## src/rtl/pse_pkg.sv

```systemverilog
// Package for the prime sieve engine: sizes, payload structs, codes and FSM states.
// Used by prime_sieve_engine_core, sieve_answer_checker and the testbench.
package pse_pkg;

    localparam int MAX_BOUND = 1024;
    localparam int ADDR_W    = $clog2(MAX_BOUND);
    localparam int BOUND_W   = ADDR_W + 1;
    // Wide enough to hold the first base whose square reaches MAX_BOUND.
    localparam int BASE_W    = ADDR_W / 2 + 1;
    localparam int SQ_W      = 2 * BASE_W;

    localparam logic [BOUND_W-1:0] BOUND_RESET = BOUND_W'(1000);
    localparam logic [BOUND_W-1:0] BOUND_MAX   = BOUND_W'(MAX_BOUND);
    localparam logic [BASE_W-1:0]  FIRST_BASE  = BASE_W'(2);

    typedef enum logic {
        ACT_SIEVE = 1'b0,
        ACT_QUERY = 1'b1
    } t_action;

    typedef enum logic {
        KIND_DONE   = 1'b0,
        KIND_ANSWER = 1'b1
    } t_kind;

    typedef struct packed {
        t_action           action;
        logic [ADDR_W-1:0] number;
    } t_in_word;

    typedef struct packed {
        t_kind kind;
        logic  is_prime;
        logic  in_range;
    } t_out_word;

    typedef enum logic [2:0] {
        ST_IDLE,
        ST_FILL,
        ST_BASE,
        ST_MARK,
        ST_DONE,
        ST_QUERY
    } t_state;

endpackage

```

## src/rtl/pse_flag_ram.sv

```systemverilog
// Simple dual-port synchronous RAM with one write port and one registered read port.
// Generic; holds the primality map of the prime sieve engine.
module pse_flag_ram #(
    parameter int DEPTH = 1024,
    parameter int WIDTH = 1
) (
    input  logic                     i_clk,
    input  logic                     i_we,
    input  logic [$clog2(DEPTH)-1:0] i_waddr,
    input  logic [WIDTH-1:0]         i_wdata,
    input  logic                     i_re,
    input  logic [$clog2(DEPTH)-1:0] i_raddr,
    output logic [WIDTH-1:0]         o_rdata
);

    logic [WIDTH-1:0] r_mem [DEPTH];
    logic [WIDTH-1:0] r_rdata;

    always_ff @(posedge i_clk) begin
        if (i_we) begin
            r_mem[i_waddr] <= i_wdata;
        end
    end

    always_ff @(posedge i_clk) begin
        if (i_re) begin
            r_rdata <= r_mem[i_raddr];
        end
    end

    assign o_rdata = r_rdata;

endmodule

```

## src/rtl/prime_sieve_engine_core.sv

```systemverilog
// Top level of the prime sieve engine; depends on pse_pkg and pse_flag_ram.
// Holds the control FSM, the bound registers and the output register.
//
// The engine keeps a one-bit primality map in a 1024-entry RAM. A query word is accepted in
// idle and reads the RAM at that edge; ST_QUERY loads the result when the output is free.
// No new word is taken until the engine is back in idle. A sieve word walks the map through
// the single RAM write port, one entry per cycle: a fill pass over entries 0 to lim-1
// (lim = min(upper_bound, 1024)), then for each base b with b*b < lim a setup step in
// ST_BASE and the clearing of its multiples from b*b up, then a final base check and
// posting of the done word. A new result waits in ST_DONE or ST_QUERY until the previous
// one is taken. Queries use the bound of the last sieve run; before any run they answer
// not prime with in_range cleared. upper_bound may be written only while the engine is idle.
module prime_sieve_engine_core
    import pse_pkg::*;
(
    input  logic                  i_clk,
    input  logic                  i_rst_n,
    input  logic                  i_cfg_wr_en,
    input  logic [BOUND_W-1:0]    i_cfg_wr_data,
    input  logic                  i_in_valid,
    output logic                  o_in_ready,
    input  t_in_word              i_in_data,
    output logic                  o_out_valid,
    input  logic                  i_out_ready,
    output t_out_word             o_out_data
);

    t_state              r_state, n_state;
    logic [BOUND_W-1:0]  r_upper_bound;
    logic [BOUND_W-1:0]  r_sieved_bound;
    logic                r_sieve_valid;
    logic [BOUND_W-1:0]  r_k;
    logic [BASE_W-1:0]   r_base;
    logic                r_q_in_range;
    logic                r_out_valid;
    t_out_word           r_out;

    logic                in_accept;
    logic                out_free;
    logic [BOUND_W-1:0]  eff_bound;
    logic [SQ_W-1:0]     base_sq;
    logic                base_live;
    logic [BOUND_W:0]    k_next_fill;
    logic [BOUND_W:0]    k_next_mark;
    logic                fill_last;
    logic                mark_last;

    logic                ram_we;
    logic [ADDR_W-1:0]   ram_waddr;
    logic                ram_wdata;
    logic                ram_re;
    logic                ram_rdata;
    logic                load_out;
    t_out_word           out_next;

    assign in_accept = i_in_valid && o_in_ready;
    assign out_free  = !r_out_valid || i_out_ready;
    assign eff_bound = (r_upper_bound > BOUND_MAX) ? BOUND_MAX : r_upper_bound;

    assign base_sq     = r_base * r_base;
    assign base_live   = base_sq < SQ_W'(r_sieved_bound);
    assign k_next_fill = {1'b0, r_k} + (BOUND_W+1)'(1);
    assign k_next_mark = {1'b0, r_k} + (BOUND_W+1)'(r_base);
    assign fill_last   = k_next_fill >= {1'b0, r_sieved_bound};
    assign mark_last   = k_next_mark >= {1'b0, r_sieved_bound};

    // Next state.
    always_comb begin
        n_state = r_state;
        case (r_state)
            ST_IDLE: begin
                if (in_accept) begin
                    n_state = (i_in_data.action == ACT_SIEVE) ? ST_FILL : ST_QUERY;
                end
            end
            ST_FILL: begin
                if (fill_last) begin
                    n_state = ST_BASE;
                end
            end
            ST_BASE: begin
                n_state = base_live ? ST_MARK : ST_DONE;
            end
            ST_MARK: begin
                if (mark_last) begin
                    n_state = ST_BASE;
                end
            end
            ST_DONE, ST_QUERY: begin
                if (out_free) begin
                    n_state = ST_IDLE;
                end
            end
            default: n_state = ST_IDLE;
        endcase
    end

    // State outputs: RAM controls and the result word.
    always_comb begin
        o_in_ready = 1'b0;
        ram_we     = 1'b0;
        ram_waddr  = r_k[ADDR_W-1:0];
        ram_wdata  = 1'b0;
        ram_re     = 1'b0;
        load_out   = 1'b0;
        out_next   = '{kind: KIND_DONE, is_prime: 1'b0, in_range: 1'b0};
        case (r_state)
            ST_IDLE: begin
                o_in_ready = 1'b1;
                ram_re     = i_in_valid && (i_in_data.action == ACT_QUERY);
            end
            ST_FILL: begin
                // Zero and one are never prime; everything else starts as a candidate.
                ram_we    = r_k < BOUND_W'(r_sieved_bound);
                ram_wdata = r_k >= BOUND_W'(2);
            end
            ST_MARK: begin
                ram_we    = 1'b1;
                ram_wdata = 1'b0;
            end
            ST_DONE: begin
                load_out = out_free;
            end
            ST_QUERY: begin
                load_out = out_free;
                out_next = '{kind: KIND_ANSWER,
                             is_prime: r_q_in_range && ram_rdata,
                             in_range: r_q_in_range};
            end
            default: begin
                o_in_ready = 1'b0;
            end
        endcase
    end

    always_ff @(posedge i_clk) begin
        if (!i_rst_n) begin
            r_state        <= ST_IDLE;
            r_upper_bound  <= BOUND_RESET;
            r_sieved_bound <= '0;
            r_sieve_valid  <= 1'b0;
            r_out_valid    <= 1'b0;
        end else begin
            r_state <= n_state;
            if (i_cfg_wr_en) begin
                r_upper_bound <= i_cfg_wr_data;
            end
            if (in_accept && i_in_data.action == ACT_SIEVE) begin
                r_sieved_bound <= eff_bound;
            end
            if (load_out && r_state == ST_DONE) begin
                r_sieve_valid <= 1'b1;
            end
            if (load_out) begin
                r_out_valid <= 1'b1;
            end else if (i_out_ready) begin
                r_out_valid <= 1'b0;
            end
        end
    end

    // Walk counters and captured query flags.
    always_ff @(posedge i_clk) begin
        case (r_state)
            ST_IDLE: begin
                if (in_accept) begin
                    r_k          <= '0;
                    r_base       <= FIRST_BASE;
                    r_q_in_range <= r_sieve_valid &&
                                    ({1'b0, i_in_data.number} < r_sieved_bound);
                end
            end
            ST_FILL: begin
                r_k <= k_next_fill[BOUND_W-1:0];
            end
            ST_BASE: begin
                r_k <= base_sq[BOUND_W-1:0];
            end
            ST_MARK: begin
                r_k <= k_next_mark[BOUND_W-1:0];
                if (mark_last) begin
                    r_base <= r_base + BASE_W'(1);
                end
            end
            default: begin
                r_k <= r_k;
            end
        endcase
        if (load_out) begin
            r_out <= out_next;
        end
    end

    pse_flag_ram #(
        .DEPTH (MAX_BOUND),
        .WIDTH (1)
    ) u_flag_ram (
        .i_clk   (i_clk),
        .i_we    (ram_we),
        .i_waddr (ram_waddr),
        .i_wdata (ram_wdata),
        .i_re    (ram_re),
        .i_raddr (i_in_data.number),
        .o_rdata (ram_rdata)
    );

    assign o_out_valid = r_out_valid;
    assign o_out_data  = r_out;

endmodule

```

## config.mk

```make
export PLATFORM = sky130hd
export DESIGN_NAME = prime_sieve_engine_core
export DESIGN_NICKNAME = d
export VERILOG_FILES = /design/src/rtl/pse_pkg.sv /design/src/rtl/pse_flag_ram.sv /design/src/rtl/prime_sieve_engine_core.sv
export SDC_FILE = /design/constraint.sdc
export NUM_CORES = 2
export LEC_CHECK = 0
export CORE_MARGIN = 5
export CORE_UTILIZATION = 40
export DETAILED_ROUTE_END_ITERATION = 7
export DONT_BUFFER_PORTS = 1
export GPL_TIMING_DRIVEN = 0
export PLACE_DENSITY = 0.6
export REMOVE_ABC_BUFFERS = 1
export SYNTH_ARGS = -nofsm -noshare
export SYNTH_HDL_FRONTEND = slang
export SYNTH_SLANG_ARGS = --single-unit
```

## constraint.sdc

```tcl
create_clock -name i_clk -period 86.4 [get_ports i_clk]
set_input_delay 4.32 -clock i_clk [delete_from_list [all_inputs] [get_ports i_clk]]
set_output_delay 4.32 -clock i_clk [all_outputs]
set_load 0.1 [all_outputs]
```

# [Yosys cells after proc, flatten, opt, wreduce, memory -nomap -nowiden]
# Memory sizes are Yosys's and may differ from the RTL's. A register that Yosys moved wholly into a read port is not among the register bits.
# Cells that the tools add are included.
[word_totals] register_bits=48 output_inout_bits=5 inputBits=27 mem_bits_rw=1024 memories=1 wordCells=73
[classes] n_lt_le_gt_ge=7 eq_ne=9 n_mul=1 mux=23 reduce_logical=17 n_bitwise=1 n_addsub=3
[memory_table] memory="u_flag_ram.r_mem" words=1024 word_bits=1 rd=1 rd_ports_with_merged_regs=1 write_ports=1 line="pse_flag_ram.sv:16" rtl="logic [WIDTH-1:0] r_mem [DEPTH];"
[ops] cell="case mux 11 bit (4 select lines)" count=1
[ops] cell="greater-or-equal comparator 12 x 11 -> 1 bit" count=2
[ops] cell="2-to-1 mux 11 bit" count=2
[ops] cell="2-to-1 mux 3 bit" count=7
[ops] cell="case mux 3 bit (5 select lines)" count=1
[ops] cell="adder 11 x 1 -> 12 bit, second input constant" count=1
[ops] cell="adder 11 x 6 -> 12 bit" count=1
[ops] cell="less-than comparator 12 x 11 -> 1 bit" count=1
[ops] cell="multiplier 6 x 6 -> 12 bit" count=1
[ops] cell="2-to-1 mux 6 bit" count=2
[ops] cell="case mux 6 bit (2 select lines)" count=1
[ops] cell="greater-or-equal comparator 11 x 2 -> 1 bit, second input constant" count=1
[ops] cell="greater-than comparator 11 bit, second input constant" count=1
[ops] cell="less-than comparator 10 x 11 -> 1 bit" count=1
[ops] cell="less-than comparator 11 bit" count=1
[ops] cell="2-to-1 mux 1 bit" count=8
[ops] cell="adder 6 x 1 -> 6 bit, second input constant" count=1
[ops] cell="equality test 3 x 2 -> 1 bit, second input constant" count=2
[ops] cell="equality test 3 bit, second input constant" count=2
[ops] cell="logical AND 1 bit" count=6
[ops] cell="!= test 2 bit, second input constant" count=3
[ops] cell="AND reduction 2 bit" count=2
[ops] cell="AND reduction 4 bit" count=1
[ops] cell="nonzero test 2 bit" count=2
[ops] cell="10 further kinds" count=10

# [Depth between registers and ports, before layout]
[depth] ltp_word=5 mapped_depth=22 depth_no_buf=20

# [Hierarchy]
# A second synthesis with hierarchy kept.
[hier_totals] cells_unflattened=3610 hier_area_um2=49158.4
[modules_own_cells] mod="pse_flag_ram" seq_area_each_um2=30779.5 n_inst=1 area_each_um2=44666.6 cells_per_inst=3112
[modules_own_cells] mod="prime_sieve_engine_core" seq_area_each_um2=1171.1 n_inst=1 area_each_um2=4491.8 cells_per_inst=498

# [Least setup slack after synthesis]
# OpenSTA, ideal clock, no wires.
[synth_path] path_kind="reg-to-reg" start="reg r_k[7]" end="mem u_flag_ram.r_mem[0], data pin" arrival_time_ns=45.967 path_slack_ns=31.368 required_time_ns=77.335 stages_incl_launch_ff=5 setup_time_ns=9.065 cell_sequence="edfxtp_1 > clkbuf_1 > nor3_1 > clkbuf_1 > a311oi_1"
[synth_via] elab_chain_cells=2
[synth_lines] item="start, declared" line="prime_sieve_engine_core.sv:32" rtl="logic [BOUND_W-1:0] r_k;"
[synth_lines] item="start signal, assigned" line="prime_sieve_engine_core.sv:174" rtl="r_k <= k_next_fill[BOUND_W-1:0];"
[synth_lines] item="start signal, assigned" line="prime_sieve_engine_core.sv:177" rtl="r_k <= base_sq[BOUND_W-1:0];"
[synth_lines] item="start signal, assigned" line="prime_sieve_engine_core.sv:180" rtl="r_k <= k_next_mark[BOUND_W-1:0];"
[synth_lines] item="greater-or-equal comparator 11 x 2 -> 1 bit" line="prime_sieve_engine_core.sv:115" rtl="ram_wdata = r_k >= BOUND_W'(2);"
[synth_lines] item="2-to-1 mux 1 bit" line="prime_sieve_engine_core.sv:107" rtl="case (r_state)"
[synth_lines] item="net ram_wdata" line="prime_sieve_engine_core.sv:50" rtl="logic ram_wdata;"
[synth_lines] item="end, declared" line="pse_flag_ram.sv:16"
# The timed path passes the listed nets, and every way through them passes these cells.

==> Flow_metrics.wiki <==
{| class="wikitable"
! Metric !! Value
|-
| Hold violation count in the final report || 0
|-
| Total placed cells including tap cells || 5278
|-
| Critical R2R Launch || r_base[1]
|-
| Detail Route met3 WL || 14.1 mm
|-
| Library cell occupying the most area in the post-synthesis netlist || sky130_fd_sc_hd__edfxtp_1
|-
| Worst Clk Skew || 36.5 ps
|-
| Insertion delay of the later-clocked pin in the worst-skew pair || 700 ps
|-
| Row cnt || 131
|-
| Fillers || 11300
|-
| GR Util All Layers || 0.213
|-
| Worst R2R Path Depth || 19
|-
| Synth area leaders || sky130_fd_sc_hd__edfxtp_1, sky130_fd_sc_hd__mux4_2, sky130_fd_sc_hd__nor3_1, sky130_fd_sc_hd__nand2_1, sky130_fd_sc_hd__ha_1
|-
| Maximum single-stage delay on the critical path || 940 ps
|-
| Pre-CTS setup slack || 78800 ps
|-
| Status || finished, final reports clean
|-
| Synth Cell Area || 0.0513 mm2
|-
| Relative area change from synthesis to final layout || 13.0%
|-
| Number of register bits inferred by synthesis || 1073
|-
| Setup slack of the most critical reg-to-reg path || 81420 ps
|-
| Period minus WS final || 7220 ps
|-
| Worst Max-Slew Pin Slew || 1430 ps
|-
| Achievable clock frequency || 0.138 GHz
|-
| Count of placed standard cells in the final layout, fillers left out || 5497
|-
| Cell chosen for the clock root || sky130_fd_sc_hd__clkbuf_16
|-
| Routed length per instance || 26.8 um
|-
| Final-report max-slew violation count || 0
|-
| Portion of the clock cycle consumed by the worst path in the final layout || 0.0836
|-
| Startpoint types || input port
|-
| Cell type of the slowest stage on the worst timing path || sky130_fd_sc_hd__nand3_1
|-
| Number of nets in the layout || 3844
|-
| WP data arrival || 7650 ps
|-
| Number of remaining DRC errors || 0
|-
| Deepest level of the CTS H-tree || 3
|-
| Hold path start || r_sieved_bound[9]
|-
| Reported max-cap violation count || 0
|-
| Initial core utilization || 0.402
|-
| Layout Cell Area excl Fill || 0.0579 mm2
|-
| Largest net degree at the start of global routing || 285
|-
| Post-synthesis cell count || 3862
|-
| Yosys top cell area share || 0.612
|-
| Setup slack after layout || 79180 ps
|-
| Number of distinct library cells after synthesis || 74
|-
| Area of the core region || 0.128 mm2
|-
| Global-route wire length before repair || 220 mm
|-
| Util after Layout || 0.454
|-
| Setup repair bufs after CTS || 0
|-
| Number of buffers added to fix hold violations after cts || 0
|-
| Total wire length after detailed routing || 147 mm
|-
| Buffers added on ports || 0
|-
| Die Area || 0.135 mm2
|-
| Category of the critical setup timing path || in2reg
|-
| CTS Buffer Depth || 3
|-
| Aggregate negative setup slack || 0 ps
|-
| Hold Path End || r_sieved_bound[9]
|-
| Dominant synthesized flop cell || sky130_fd_sc_hd__edfxtp_1
|-
| Commonest cells after routing, fill and taps aside || sky130_fd_sc_hd__edfxtp_1, sky130_fd_sc_hd__nor3_1, sky130_fd_sc_hd__nand2_1, sky130_fd_sc_hd__mux4_2, sky130_fd_sc_hd__clkbuf_16
|-
| Number of synthesized flops with an enable pin || 1046
|-
| Data required time of the worst path || 86830 ps
|-
| Number of sinks handled by clock tree synthesis || 1073
|-
| Depth of the worst hold-timing path || 2
|-
| Power density cells || 28.7 mW/mm2
|-
| Maximum net fanout on the critical path || 233
|-
| Num ports || 32
|-
| Maximum VDD drop || 0.0257 mV
|-
| Number of warnings issued by yosys || 0
|-
| Overall die width || 368 um
|-
| Vias in the first global route || 33000
|-
| Count of TritonRoute iterations in the first routing pass || 6
|-
| Die H || 368 um
|-
| Sequential element share of the synthesized area || 0.623
|-
| Most common cell after layout, fill and taps aside || sky130_fd_sc_hd__edfxtp_1
|-
| Synth async-reset ratio || 0
|-
| Capture instance of the worst register-to-register path || r_state[0]
|-
| Worst path top cell family by delay || simple AND/OR/NAND/NOR gates
|-
| Antenna violation net count after detailed routing || 0
|-
| Wl on met1 || 60.9 mm
|-
| DRC marker count from the first detailed-route iteration || 3921
|-
| CTS tree || done
|-
| Antenna violations before repair || 5
|-
| Avg Vias per Cell || 6.15
|-
| Routability congestion estimate from global placement || 0.812
|-
| CP bufs+invs || 0
|-
| Total clock buffers created by CTS || 114
|-
| Worst min-delay path category || reg2reg
|-
| RSZ-0062 raised after global routing || false
|-
| Average cell area after synthesis || 13.3 um2
|-
| Clock edge transition at the registers on the reported setup and hold paths || 60 ps
|-
| Placed Instance Area || 0.0544 mm2
|-
| Worst-path cell chain || nand3_1 -> o22ai_1 -> a211oi_1 -> a22o_1 -> nor4_1 -> o311ai_1 -> nand4_1
|-
| Global route total overflow || 0
|-
| Half-perimeter wire length after placement || 93.9 mm
|-
| Endpoint kind of the worst setup timing path || flop
|-
| Met2 routed wirelength || 67.2 mm
|-
| Resized cells post-CTS || 0
|-
| Max-slew headroom || 0.0494
|-
| Static Leak || 17.0 nW
|-
| Layout cell share with drive strength beyond 1 || 0.151
|-
| Highest routed metal layer || met4
|-
| Final-report setup violation count || 0
|-
| Via total after detailed routing || 33800
|}
area by class of cell:
class / instances / area (um2) / share of cell area
well taps: 1662 / 2080 / 0.0359
clock buffers: 162 / 3160 / 0.0546
multi-input cells: 2367 / 17600 / 0.305
inverters: 36 / 135 / 0.00233
repair buffers: 140 / 2630 / 0.0455
clock inverters: 50 / 305 / 0.00527
flip-flops and latches: 1073 / 32000 / 0.551
diodes: 7 / 17.5 / 0.000302
report_power, final:
part           switching (W)  internal [W]
Sequential         0.0000202      0.000641
Combinational       0.000370      0.000171
Clock               0.000201      0.000262
kinds of logic (layout without fill, tap and decap cells):
kind of cell	count (synthesis)	count (layout)	synth area share
AOI/OAI and AO/OA	274	274	0.0386
xor gates and xnor gates	32	32	0.00546
adders and majority gates	85	85	0.0218
buffers and inverters	422	388	0.0374
DFF	1073	1073	0.623
muxes	315	315	0.118
other	0	7	0
and+or+nand+nor	1661	1661	0.156
Yosys cell counts (all sizes together) (3+ instances only):
cell / count
xnor2: 14
and2: 22
a221oi: 14
ha: 78
a21o: 15
o221ai: 6
clkbuf: 254
nand2: 365
nand3: 43
a21oi: 37
a2111oi: 6
and3: 4
a22o: 13
inv: 35
nand2b: 19
edfxtp: 1046
o21ai: 23
fa: 7
a22oi: 53
o22ai: 21
a21boi: 13
nor3: 1010
nor2: 85
or2: 4
dfxtp: 27
buf: 132
a211oi: 23
mux4: 231
o21a: 7
o21bai: 3
nor4: 40
nand3b: 11
o211ai: 16
nand4: 11
a31oi: 5
xor2: 18
mux2i: 84
nor3b: 6
nor2b: 32
sequential cells by signal, summed over array words and instances (netlist names):
register	cells
u_flag_ram.r_mem	1024
r_k	11
r_sieved_bound	11
r_upper_bound	11
r_base	6
o_out_data	3
r_state	3
o_out_valid	1
r_q_in_range	1
r_sieve_valid	1
u_flag_ram.o_rdata	1
per-stage QoR:
step / total power [W] / hold WS, ps
6_report: 0.00166 / 459
5_1_grt: 0.00173 / 493
4_1_cts: 0.00166 / 464
3_5_place_dp: 0.00121 / 458
3_3_place_gp: 0.00131 / 453
2_1_floorplan: 0.00105 / 441
tightest hold or removal path, delay by kind of cell (launching register included):
kind / cells / cell delay (ps)
flip-flops: 1 / 300
AO/OA/AOI/OAI: 1 / 60
AND/OR/NAND/NOR: 1 / 50
layer usage:
layer	vias up	track usage
met1	17200	0.304
met3	245	0.0456
met5	-	0
li1	14800	-
met2	1568	0.328
met4	0	0.0688
worst max-delay path by stage:
stage,start,endpoint,slack (ps),depth (start not counted)
after floorplan,r_k[5],u_flag_ram.r_mem[0],30510,2
after global placement,r_k[5],u_flag_ram.r_mem[877],-8910,2
after detailed placement,i_in_data[6],u_flag_ram.o_rdata,78800,8
after CTS,i_in_data[6],u_flag_ram.o_rdata,79520,8
after global routing,i_in_data[6],u_flag_ram.o_rdata,79320,8
final,i_in_data[0],u_flag_ram.o_rdata,79180,7
(Power assumes the default switching activity.)
